`config.mk`:
```
export PLATFORM = sky130hd
export DESIGN_NAME = firmata_receive_parser
export DESIGN_NICKNAME = d
export VERILOG_FILES = /design/src/design/frp_pkg.sv /design/src/design/frp_ctrl.sv /design/src/design/frp_datapath.sv /design/src/design/firmata_receive_parser.sv
export VERILOG_INCLUDE_DIRS = /design/src /design/src/design
export SDC_FILE = /design/constraint.sdc
export NUM_CORES = 1
export LEC_CHECK = 0
export ABC_AREA = 1
export BUFFER_PORTS_ARGS = -buffer_cell sky130_fd_sc_hd__buf_2
export CELL_PAD_IN_SITES_DETAIL_PLACEMENT = 0
export CELL_PAD_IN_SITES_GLOBAL_PLACEMENT = 1
export CORE_MARGIN = 2
export CORE_UTILIZATION = 57
export CTS_BUF_LIST = sky130_fd_sc_hd__clkbuf_8
export CTS_CLUSTER_SIZE = 12
export DETAILED_ROUTE_END_ITERATION = 7
export GPL_TIMING_DRIVEN = 0
export PLACE_DENSITY_LB_ADDON = 0.1
export SLEW_MARGIN = 15
export SYNTH_ARGS = -nofsm -noshare
export SYNTH_HDL_FRONTEND = slang
export SYNTH_HIERARCHICAL = 1
export SYNTH_SLANG_ARGS = --single-unit
```
`constraint.sdc`:
```
create_clock -name i_clk -period 10.5 [get_ports i_clk]
set_clock_uncertainty 0.05 [all_clocks]
set_input_delay 1.575 -clock i_clk [delete_from_list [all_inputs] [get_ports i_clk]]
set_output_delay 1.575 -clock i_clk [all_outputs]
set_load 0.01 [all_outputs]
```
`src/design/firmata_receive_parser_macros.svh`:
```
// Assertion macros shared by the receive parser.
// Each macro expects i_clk and i_rst_n to be visible where it is used.
`ifndef FIRMATA_RECEIVE_PARSER_MACROS_SVH
`define FIRMATA_RECEIVE_PARSER_MACROS_SVH

// Same-cycle implication.
`define FRP_ASSERT_NOW(lbl, ante, cons, msg) \
    lbl: assert property (@(posedge i_clk) disable iff (!i_rst_n) \
        (ante) |-> (cons)) else $error(msg);

// Next-cycle implication.
`define FRP_ASSERT_NEXT(lbl, ante, cons, msg) \
    lbl: assert property (@(posedge i_clk) disable iff (!i_rst_n) \
        (ante) |=> (cons)) else $error(msg);

`endif

```
`src/design/frp_pkg.sv`:
```
package frp_pkg;

    localparam int SYSEX_DEPTH_DEF = 64;

    localparam logic [7:0] TOP_MASK               = 8'hF0;
    localparam logic [7:0] CMD_ANALOG_TOP         = 8'hE0;
    localparam logic [7:0] CMD_DIGITAL_TOP        = 8'h90;
    localparam logic [7:0] CMD_REPORT_ANALOG_TOP  = 8'hC0;
    localparam logic [7:0] CMD_REPORT_DIGITAL_TOP = 8'hD0;
    localparam logic [7:0] CMD_REPORT_VERSION     = 8'hF9;
    localparam logic [7:0] CMD_START_SYSEX        = 8'hF0;
    localparam logic [7:0] CMD_END_SYSEX          = 8'hF7;
    localparam logic [7:0] SYSEX_FIRMWARE         = 8'h79;

    typedef enum logic [1:0] {
        KIND_ANALOG,
        KIND_DIGITAL,
        KIND_NAME,
        KIND_VERSION
    } t_kind;

    typedef enum logic [2:0] {
        S_IDLE,
        S_CHECK,
        S_PAIR,
        S_LO,
        S_HI,
        S_VER
    } t_state;

    // Commands from the controller to the datapath.
    typedef struct packed {
        logic  take;
        logic  init_idx;
        logic  step_idx;
        logic  rd_hi;
        logic  cap_lo;
        logic  load_out;
        t_kind kind;
    } t_cmd;

    // Status from the datapath to the controller.
    typedef struct packed {
        logic complete;
        logic is_analog;
        logic is_digital;
        logic is_fw;
        logic more_pairs;
        logic out_free;
    } t_stat;

endpackage

```
`src/design/frp_ctrl.sv`:
```
module frp_ctrl
    import frp_pkg::*;
(
    input  logic   i_clk,
    input  logic   i_rst_n,
    input  logic   i_valid,
    input  t_stat  i_stat,
    output t_cmd   o_cmd,
    output logic   o_stall,
    output t_state o_state
);

    t_state r_state;
    t_state n_state;

    always_ff @(posedge i_clk) begin
        if (!i_rst_n) begin
            r_state <= S_IDLE;
        end else begin
            r_state <= n_state;
        end
    end

    always_comb begin
        n_state = r_state;
        unique case (r_state)
            S_IDLE: begin
                if (i_valid && i_stat.complete) begin
                    n_state = S_CHECK;
                end
            end
            S_CHECK: begin
                if (i_stat.is_analog || i_stat.is_digital) begin
                    if (i_stat.out_free) begin
                        n_state = S_IDLE;
                    end
                end else if (i_stat.is_fw) begin
                    n_state = S_PAIR;
                end else begin
                    n_state = S_IDLE;
                end
            end
            S_PAIR: begin
                n_state = i_stat.more_pairs ? S_LO : S_VER;
            end
            S_LO: begin
                n_state = S_HI;
            end
            S_HI: begin
                if (i_stat.out_free) begin
                    n_state = S_PAIR;
                end
            end
            S_VER: begin
                if (i_stat.out_free) begin
                    n_state = S_IDLE;
                end
            end
            default: n_state = S_IDLE;
        endcase
    end

    always_comb begin
        o_cmd   = '0;
        o_cmd.kind = KIND_ANALOG;
        o_stall = 1'b1;
        unique case (r_state)
            S_IDLE: begin
                o_stall    = 1'b0;
                o_cmd.take = i_valid;
            end
            S_CHECK: begin
                o_cmd.init_idx = 1'b1;
                o_cmd.kind     = i_stat.is_digital ? KIND_DIGITAL : KIND_ANALOG;
                o_cmd.load_out = (i_stat.is_analog || i_stat.is_digital) && i_stat.out_free;
            end
            S_PAIR: begin
                o_cmd.rd_hi = 1'b0;
            end
            S_LO: begin
                o_cmd.cap_lo = 1'b1;
                o_cmd.rd_hi  = 1'b1;
            end
            S_HI: begin
                o_cmd.rd_hi    = 1'b1;
                o_cmd.kind     = KIND_NAME;
                o_cmd.load_out = i_stat.out_free;
                o_cmd.step_idx = i_stat.out_free;
            end
            S_VER: begin
                o_cmd.kind     = KIND_VERSION;
                o_cmd.load_out = i_stat.out_free;
            end
            default: o_stall = 1'b1;
        endcase
    end

    assign o_state = r_state;

endmodule

```
`src/design/frp_datapath.sv`:
```
module frp_datapath
    import frp_pkg::*;
#(
    parameter int SYSEX_DEPTH = SYSEX_DEPTH_DEF
) (
    input  logic        i_clk,
    input  logic        i_rst_n,
    input  logic [7:0]  i_rx_byte,
    input  logic        i_stall,
    input  t_cmd        i_cmd,
    output t_stat       o_stat,
    output logic        o_valid,
    output logic [1:0]  o_kind,
    output logic [3:0]  o_channel,
    output logic [13:0] o_value,
    output logic [7:0]  o_name_char,
    output logic [7:0]  o_major,
    output logic [7:0]  o_minor,
    output logic        o_last
);

    localparam int CW = $clog2(SYSEX_DEPTH + 1);
    localparam int AW = $clog2(SYSEX_DEPTH);
    localparam logic [CW-1:0] DEPTH_C = CW'(SYSEX_DEPTH);
    localparam logic [CW-1:0] ONE_C   = CW'(1);
    localparam logic [CW-1:0] TWO_C   = CW'(2);
    localparam logic [CW-1:0] THREE_C = CW'(3);
    localparam logic [CW-1:0] FOUR_C  = CW'(4);

    logic [CW-1:0] r_exp;
    logic [CW-1:0] r_cnt;
    logic [CW-1:0] r_msg_len;
    logic [CW-1:0] r_idx;
    logic [7:0]    r_last_byte;
    logic [7:0]    r_head [0:3];
    logic [7:0]    r_mem [0:SYSEX_DEPTH-1];
    logic [7:0]    r_rd_data;
    logic [7:0]    r_lo;

    logic          r_out_valid;
    t_kind         r_kind;
    logic [3:0]    r_channel;
    logic [13:0]   r_value;
    logic [7:0]    r_name_char;
    logic [7:0]    r_major;
    logic [7:0]    r_minor;
    logic          r_last;

    logic [3:0]    n_channel;
    logic [13:0]   n_value;
    logic [7:0]    n_name_char;
    logic [7:0]    n_major;
    logic [7:0]    n_minor;
    logic          n_last;

    logic [7:0]    rx_top;
    logic [CW-1:0] f_exp;
    logic [CW-1:0] f_cnt;
    logic [CW-1:0] cnt_inc;
    logic          drop;
    logic          guard;
    logic          wr;
    logic          complete;
    logic [AW-1:0] wr_addr;
    logic [AW-1:0] rd_addr;
    logic          out_free;
    logic [13:0]   word;

    assign rx_top = i_rx_byte & TOP_MASK;

    // Framing decision for the byte on the input port.
    always_comb begin
        f_exp = r_exp;
        f_cnt = r_cnt;
        drop  = 1'b0;
        if (rx_top == CMD_ANALOG_TOP || rx_top == CMD_DIGITAL_TOP ||
            i_rx_byte == CMD_REPORT_VERSION) begin
            f_exp = THREE_C;
            f_cnt = '0;
        end else if (rx_top == CMD_REPORT_ANALOG_TOP || rx_top == CMD_REPORT_DIGITAL_TOP) begin
            f_exp = TWO_C;
            f_cnt = '0;
        end else if (i_rx_byte == CMD_START_SYSEX) begin
            f_exp = DEPTH_C;
            f_cnt = '0;
        end else if (i_rx_byte == CMD_END_SYSEX) begin
            f_exp = r_cnt + ONE_C;
        end else if (i_rx_byte[7]) begin
            f_exp = ONE_C;
            f_cnt = '0;
        end else if (r_exp == '0) begin
            drop = 1'b1;
        end
    end

    assign guard    = (f_cnt >= DEPTH_C) || (f_cnt >= f_exp);
    assign wr       = !drop && !guard;
    assign cnt_inc  = f_cnt + ONE_C;
    assign complete = wr && (cnt_inc == f_exp);
    assign wr_addr  = f_cnt[AW-1:0];
    assign rd_addr  = r_idx[AW-1:0] + AW'(i_cmd.rd_hi);
    assign out_free = !r_out_valid || !i_stall;

    always_ff @(posedge i_clk) begin
        if (!i_rst_n) begin
            r_exp <= '0;
            r_cnt <= '0;
        end else if (i_cmd.take && !drop) begin
            if (guard || complete) begin
                r_exp <= '0;
                r_cnt <= '0;
            end else begin
                r_exp <= f_exp;
                r_cnt <= cnt_inc;
            end
        end
    end

    // Message store; the first four entries are mirrored in registers.
    always_ff @(posedge i_clk) begin
        if (i_cmd.take && wr) begin
            r_mem[wr_addr] <= i_rx_byte;
            if (f_cnt < FOUR_C) begin
                r_head[f_cnt[1:0]] <= i_rx_byte;
            end
        end
        if (i_cmd.take && complete) begin
            r_msg_len   <= cnt_inc;
            r_last_byte <= i_rx_byte;
        end
        r_rd_data <= r_mem[rd_addr];
        if (i_cmd.cap_lo) begin
            r_lo <= r_rd_data;
        end
        if (i_cmd.init_idx) begin
            r_idx <= FOUR_C;
        end else if (i_cmd.step_idx) begin
            r_idx <= r_idx + TWO_C;
        end
    end

    assign word = {r_last_byte[6:0], 7'b0} | {6'b0, r_head[1]};

    always_ff @(posedge i_clk) begin
        if (!i_rst_n) begin
            r_out_valid <= 1'b0;
        end else if (i_cmd.load_out) begin
            r_out_valid <= 1'b1;
        end else if (!i_stall) begin
            r_out_valid <= 1'b0;
        end
    end

    // Result fields for the kind being loaded; unused fields read as zero.
    always_comb begin
        n_channel   = '0;
        n_value     = '0;
        n_name_char = '0;
        n_major     = '0;
        n_minor     = '0;
        n_last      = 1'b1;
        unique case (i_cmd.kind)
            KIND_ANALOG: begin
                n_channel = r_head[0][3:0];
                n_value   = word;
            end
            KIND_DIGITAL: begin
                n_channel = r_head[0][3:0];
                n_value   = {6'b0, word[7:0]};
            end
            KIND_NAME: begin
                n_name_char = {r_rd_data[0], r_lo[6:0]};
                n_last      = 1'b0;
            end
            KIND_VERSION: begin
                n_major = r_head[2];
                n_minor = r_head[3];
            end
            default: n_last = 1'b1;
        endcase
    end

    always_ff @(posedge i_clk) begin
        if (i_cmd.load_out) begin
            r_kind      <= i_cmd.kind;
            r_channel   <= n_channel;
            r_value     <= n_value;
            r_name_char <= n_name_char;
            r_major     <= n_major;
            r_minor     <= n_minor;
            r_last      <= n_last;
        end
    end

    assign o_stat.complete   = complete;
    assign o_stat.is_analog  = (r_msg_len == THREE_C) && ((r_head[0] & TOP_MASK) == CMD_ANALOG_TOP);
    assign o_stat.is_digital = (r_msg_len == THREE_C) && ((r_head[0] & TOP_MASK) == CMD_DIGITAL_TOP);
    assign o_stat.is_fw      = (r_head[0] == CMD_START_SYSEX) && (r_last_byte == CMD_END_SYSEX) &&
                               (r_head[1] == SYSEX_FIRMWARE) && (r_msg_len >= TWO_C);
    assign o_stat.more_pairs = ({1'b0, r_idx} + (CW+1)'(2)) < {1'b0, r_msg_len};
    assign o_stat.out_free   = out_free;

    assign o_valid     = r_out_valid;
    assign o_kind      = r_kind;
    assign o_channel   = r_channel;
    assign o_value     = r_value;
    assign o_name_char = r_name_char;
    assign o_major     = r_major;
    assign o_minor     = r_minor;
    assign o_last      = r_last;

endmodule

```
`src/design/firmata_receive_parser.sv`:
```
// Channel   Direction  Handshake           Payload
// request   in         i_valid / o_stall   i_rx_byte
// result    out        o_valid / i_stall   o_kind o_channel o_value o_name_char
//                                          o_major o_minor o_last
//
// A received byte that does not finish a message leaves the decoder idle for the next request.
// A byte that finishes a message moves the decoder to S_CHECK; an analog or digital
// result is loaded into the output register as S_CHECK ends.
// A firmware report then steps through S_PAIR, S_LO and S_HI for each name character
// (one memory read each for the low and high half) and through S_PAIR and S_VER for the version.
// Reset is synchronous and active low; the message store is not cleared.
// A stall on the result side holds the decoder wherever a result must be loaded.
module firmata_receive_parser
    import frp_pkg::*;
#(
    parameter int SYSEX_DEPTH = SYSEX_DEPTH_DEF
) (
    input  logic        i_clk,
    input  logic        i_rst_n,
    input  logic        i_valid,
    output logic        o_stall,
    input  logic [7:0]  i_rx_byte,
    output logic        o_valid,
    input  logic        i_stall,
    output logic [1:0]  o_kind,
    output logic [3:0]  o_channel,
    output logic [13:0] o_value,
    output logic [7:0]  o_name_char,
    output logic [7:0]  o_major,
    output logic [7:0]  o_minor,
    output logic        o_last
);

    t_cmd   s_cmd;
    t_stat  s_stat;
    t_state s_state;

    // The controller walks the decode of a finished message; it takes a new
    // request only while it is idle.
    frp_ctrl u_ctrl (
        .i_clk   (i_clk),
        .i_rst_n (i_rst_n),
        .i_valid (i_valid),
        .i_stat  (s_stat),
        .o_cmd   (s_cmd),
        .o_stall (o_stall),
        .o_state (s_state)
    );

    // The datapath frames bytes into the store, reads character pairs back
    // and owns the output register.
    frp_datapath #(
        .SYSEX_DEPTH (SYSEX_DEPTH)
    ) u_dp (
        .i_clk       (i_clk),
        .i_rst_n     (i_rst_n),
        .i_rx_byte   (i_rx_byte),
        .i_stall     (i_stall),
        .i_cmd       (s_cmd),
        .o_stat      (s_stat),
        .o_valid     (o_valid),
        .o_kind      (o_kind),
        .o_channel   (o_channel),
        .o_value     (o_value),
        .o_name_char (o_name_char),
        .o_major     (o_major),
        .o_minor     (o_minor),
        .o_last      (o_last)
    );

`include "firmata_receive_parser_macros.svh"

    // A result is loaded only when the previous one is gone or leaving.
    `FRP_ASSERT_NOW(a_load_free, s_cmd.load_out, s_stat.out_free, "result loaded over pending result")
    // A loaded result shows up on the port in the next cycle.
    `FRP_ASSERT_NEXT(a_load_shown, s_cmd.load_out, o_valid, "loaded result not presented")
    // The version result always closes a firmware report.
    `FRP_ASSERT_NOW(a_version_last, o_valid && (o_kind == KIND_VERSION), o_last, "version without last")
    // A name character is never the final result, and no request enters mid-decode.
    `FRP_ASSERT_NOW(a_name_busy, o_valid && (o_kind == KIND_NAME), !o_last, "name char marked last")
    `FRP_ASSERT_NOW(a_take_idle, s_cmd.take, s_state == S_IDLE, "request taken while decoding")

endmodule

```
==> impl_metrics.json <==
{
  "intPower_uw": 3520,
  "finalCritPeriodShare_pct": 59.1,
  "insertedDiodeCount": 0,
  "antenna_found_initial": 2,
  "power_density_mw_per_mm2": 179,
  "grt_pass1_vias": 15400,
  "slew-limit-headroom_pct": 32.8,
  "cap_violations": 0,
  "cp.arrival_ps": 6420,
  "fmax_mhz": 161,
  "hp-class": "flop to flop",
  "p_switching_uw": 1170,
  "cts_buffers": 90,
  "coreArea_sq_mm": 0.0408,
  "cts_tree": "done",
  "post_dp_cell_area_sq_mm": 0.0247,
  "p_comb_share_pct": 9.5,
  "critPathRequiredTime_ps": 10720,
  "area_delta_synth_final_pct": 11.5,
  "rrSetupSlack_ps": 5780,
  "crit_path_start_kind": "input pin",
  "pwr-share-seq_pct": 54.4,
  "finalSetupViolations": 0,
  "fillers": 3116,
  "rr_endpoint": "u_dp/r_rd_data[2]",
  "holdPathEnd": "u_dp/r_lo[6]",
  "dpl.hpwl_um": 46200,
  "drc": 0,
  "netlist_instances": 1968,
  "io_pins": 59,
  "grt_max_degree": 73,
  "fp.dieH_um": 207,
  "clk_latency_ps": 670,
  "synthFlopType": "edfxtp_1",
  "holdPathStages": 0,
  "max-vdd-ir-drop_v": 0.000154,
  "drive_gt1_share_pct": 9.71,
  "crit_fanout": 72,
  "synth_edf_count": 547,
  "die_w_um": 207,
  "die_area_sq_mm": 0.0429,
  "worst_slew_pin_slew_ps": 1010,
  "swShare_pct": 25.0,
  "yosys.cell_types.count": 37,
  "synth_area_sq_mm": 0.0235,
  "cts_resized": 0,
  "postCtsSetupBuffers": 0,
  "port-buffer-count": 58,
  "stdcell_count": 2715,
  "clock_power_share_pct": 36.1,
  "synthArstFlopShare_pct": 0,
  "clockRootBuffer": "clkbuf_8",
  "drtPass1Iterations": 6,
  "cts.sinks": 578,
  "clock_path_buffers": 3,
  "rows": 74,
  "gp_congestion": 0.961,
  "fin_area_sq_mm": 0.0262,
  "cts_hold_buf": 0,
  "wl_per_cell_um": 25.0,
  "layout.nets": 2152,
  "ys_seq_elements": 578,
  "postRouteAntennaNets": 0,
  "grtUsageTotal_pct": 31.5,
  "via_count": 16300,
  "hp-start": "u_dp/r_rd_data[6]",
  "setup_tns_ps": 0,
  "yosys_warnings": 6,
  "crit_type": "input pin to flop",
  "r2r_cells": 14,
  "dpl.cell_count": 2564,
  "power_uw": 4700,
  "hold_viol": 0,
  "cts.htree.levels": 3,
  "cp-end-kind": "flop",
  "regToRegStartpoint": "u_ctrl/o_state[2]",
  "start_util_pct": 57.7,
  "syn_area_per_cell_sq_um": 12.0,
  "drt_iter0_drc": 1790,
  "vias_per_cell": 6.01,
  "slew_violations": 0,
  "syn-num-nets": 1996,
  "period_needed_ps": 6200,
  "grt_pass1_wl_um": 99400,
  "rsz0062_at_grt": "false",
  "path_clk_slew_ps": 60,
  "ys_seq_area_share_pct": 72.4,
  "status": "finished clean",
  "routed_wl_um": 67800,
  "p_leak_uw": 0.00919,
  "grt-ovfl-total": 0
}
[kinds of logic after synthesis]
kind of cell / Yosys count / synth area share (%)
simple gates: 681 / 11.9
flops: 578 / 72.4
compound gates: 459 / 10.9
buf+inv: 230 / 3.77
fa+ha+maj: 16 / 0.850
xor+xnor: 4 / 0.149
[sequential cells by signal, indices dropped and copies added, names as in the netlist]
signal	flops
u_dp/o_kind	2
u_dp/r_last_byte	8
u_dp/r_msg_len	7
u_dp/r_rd_data	7
u_ctrl/o_state	3
u_dp/r_idx	6
u_dp/o_last	1
u_dp/r_exp	7
u_dp/o_valid	1
u_dp/o_name_char	8
u_dp/r_head	32
u_dp/o_value	14
u_dp/o_minor	8
u_dp/o_channel	4
u_dp/o_major	8
u_dp/r_cnt	7
u_dp/r_lo	7
u_dp/r_mem	448
[cells in the mapped netlist (8+ instances only)]
library cell,n,area (sq um)
a21oi_1,28,140
clkbuf_1,96,360
dfxtp_1,31,621
edfxtp_1,547,16400
ha_1,16,200
inv_1,112,420
inv_2,8,30.0
nand2_1,116,435
nand3_1,46,230
nand4_1,12,75.1
nor2_1,466,1750
nor2_2,9,56.3
o21ai_0,277,1390
o22ai_1,119,744
o32ai_1,27,236
[worst max path at each step]
| stage | to | startpoint | depth (start not counted) | slack (ps) |
|---|---|---|---|---|
| 2_1_floorplan | u_dp/r_last_byte[0] | i_rx_byte[5] | 18 | 5860 |
| 3_3_place_gp | u_dp/r_mem[13][0] | i_rx_byte[4] | 18 | 3400 |
| 3_5_place_dp | u_dp/r_mem[13][0] | i_rx_byte[5] | 18 | 3820 |
| 4_1_cts | u_dp/r_mem[13][0] | i_rx_byte[5] | 18 | 4530 |
| 5_1_grt | u_dp/r_mem[13][0] | i_rx_byte[5] | 18 | 4120 |
| 6_report | u_dp/r_mem[13][6] | i_rx_byte[5] | 18 | 4300 |
[layout make-up]
cell class / count / area, sq um / area share (%)
Buffer: 108 / 430 / 1.64
Clock buffer: 93 / 1280 / 4.88
Clock inverter: 58 / 299 / 1.14
Inverter: 122 / 458 / 1.74
Multi-Input combinational cell: 1160 / 5620 / 21.4
Sequential cell: 578 / 17000 / 64.9
Tap cell: 532 / 666 / 2.54
Timing Repair Buffer: 64 / 443 / 1.69
[per-layer routing]
metal | up-vias | wire length (um) | GRT usage, %
li1 | 7386 | - | -
met1 | 7889 | 27500 | 45.0
met2 | 903 | 31300 | 48.4
met3 | 126 | 6840 | 6.70
met4 | 2 | 2080 | 11.7
met5 | - | 10 | 0
[placed cells by master, fill, tap and decap left out, types with 10 or more instances in the layout]
cell,instances
o32ai_1,27
nor2_1,465
clkinv_1,20
clkbuf_8,93
nand3_1,46
nand4_1,12
edfxtp_1,547
dfxtp_1,31
clkbuf_1,96
a21oi_1,27
nor2_2,10
o22ai_1,119
ha_1,16
buf_2,53
nand2_1,116
inv_1,142
o21ai_0,277
[critical path, cell delays in order]
cell and delay (ps):
buf_4 640, nand2_1 190, inv_1 110, nand2_1 80
nor2_1 350, a2111oi_0 260, ha_1 350, inv_1 60
nand2_1 50, a21oi_1 150, nand2_1 80, nand3_1 90
nand2_1 60, nand2_1 50, nand2_1 120, nor2_2 240
nand4_1 820, nor2_1 1090
[power by group through the flow]
stage,Clock (uW),Sequential [uW],Combinational (uW)
2_1_floorplan,0,2600,234
3_3_place_gp,0,2600,422
3_5_place_dp,0,2600,431
4_1_cts,1720,2550,432
5_1_grt,1820,2560,472
6_report,1700,2550,447
[stage by stage]
| stage | worst slack (ps) | utilization [%] | hold slack (ps) |
|---|---|---|---|
| after floorplan | 5860 | - | 336 |
| after global placement | 3400 | 60.0 | 340 |
| after detailed placement | 3820 | 60.4 | 340 |
| after CTS | 4530 | 64.3 | 352 |
| after global routing | 4120 | 64.3 | 362 |
| final | 4300 | 64.3 | 351 |
(Power assumes the default switching activity.)
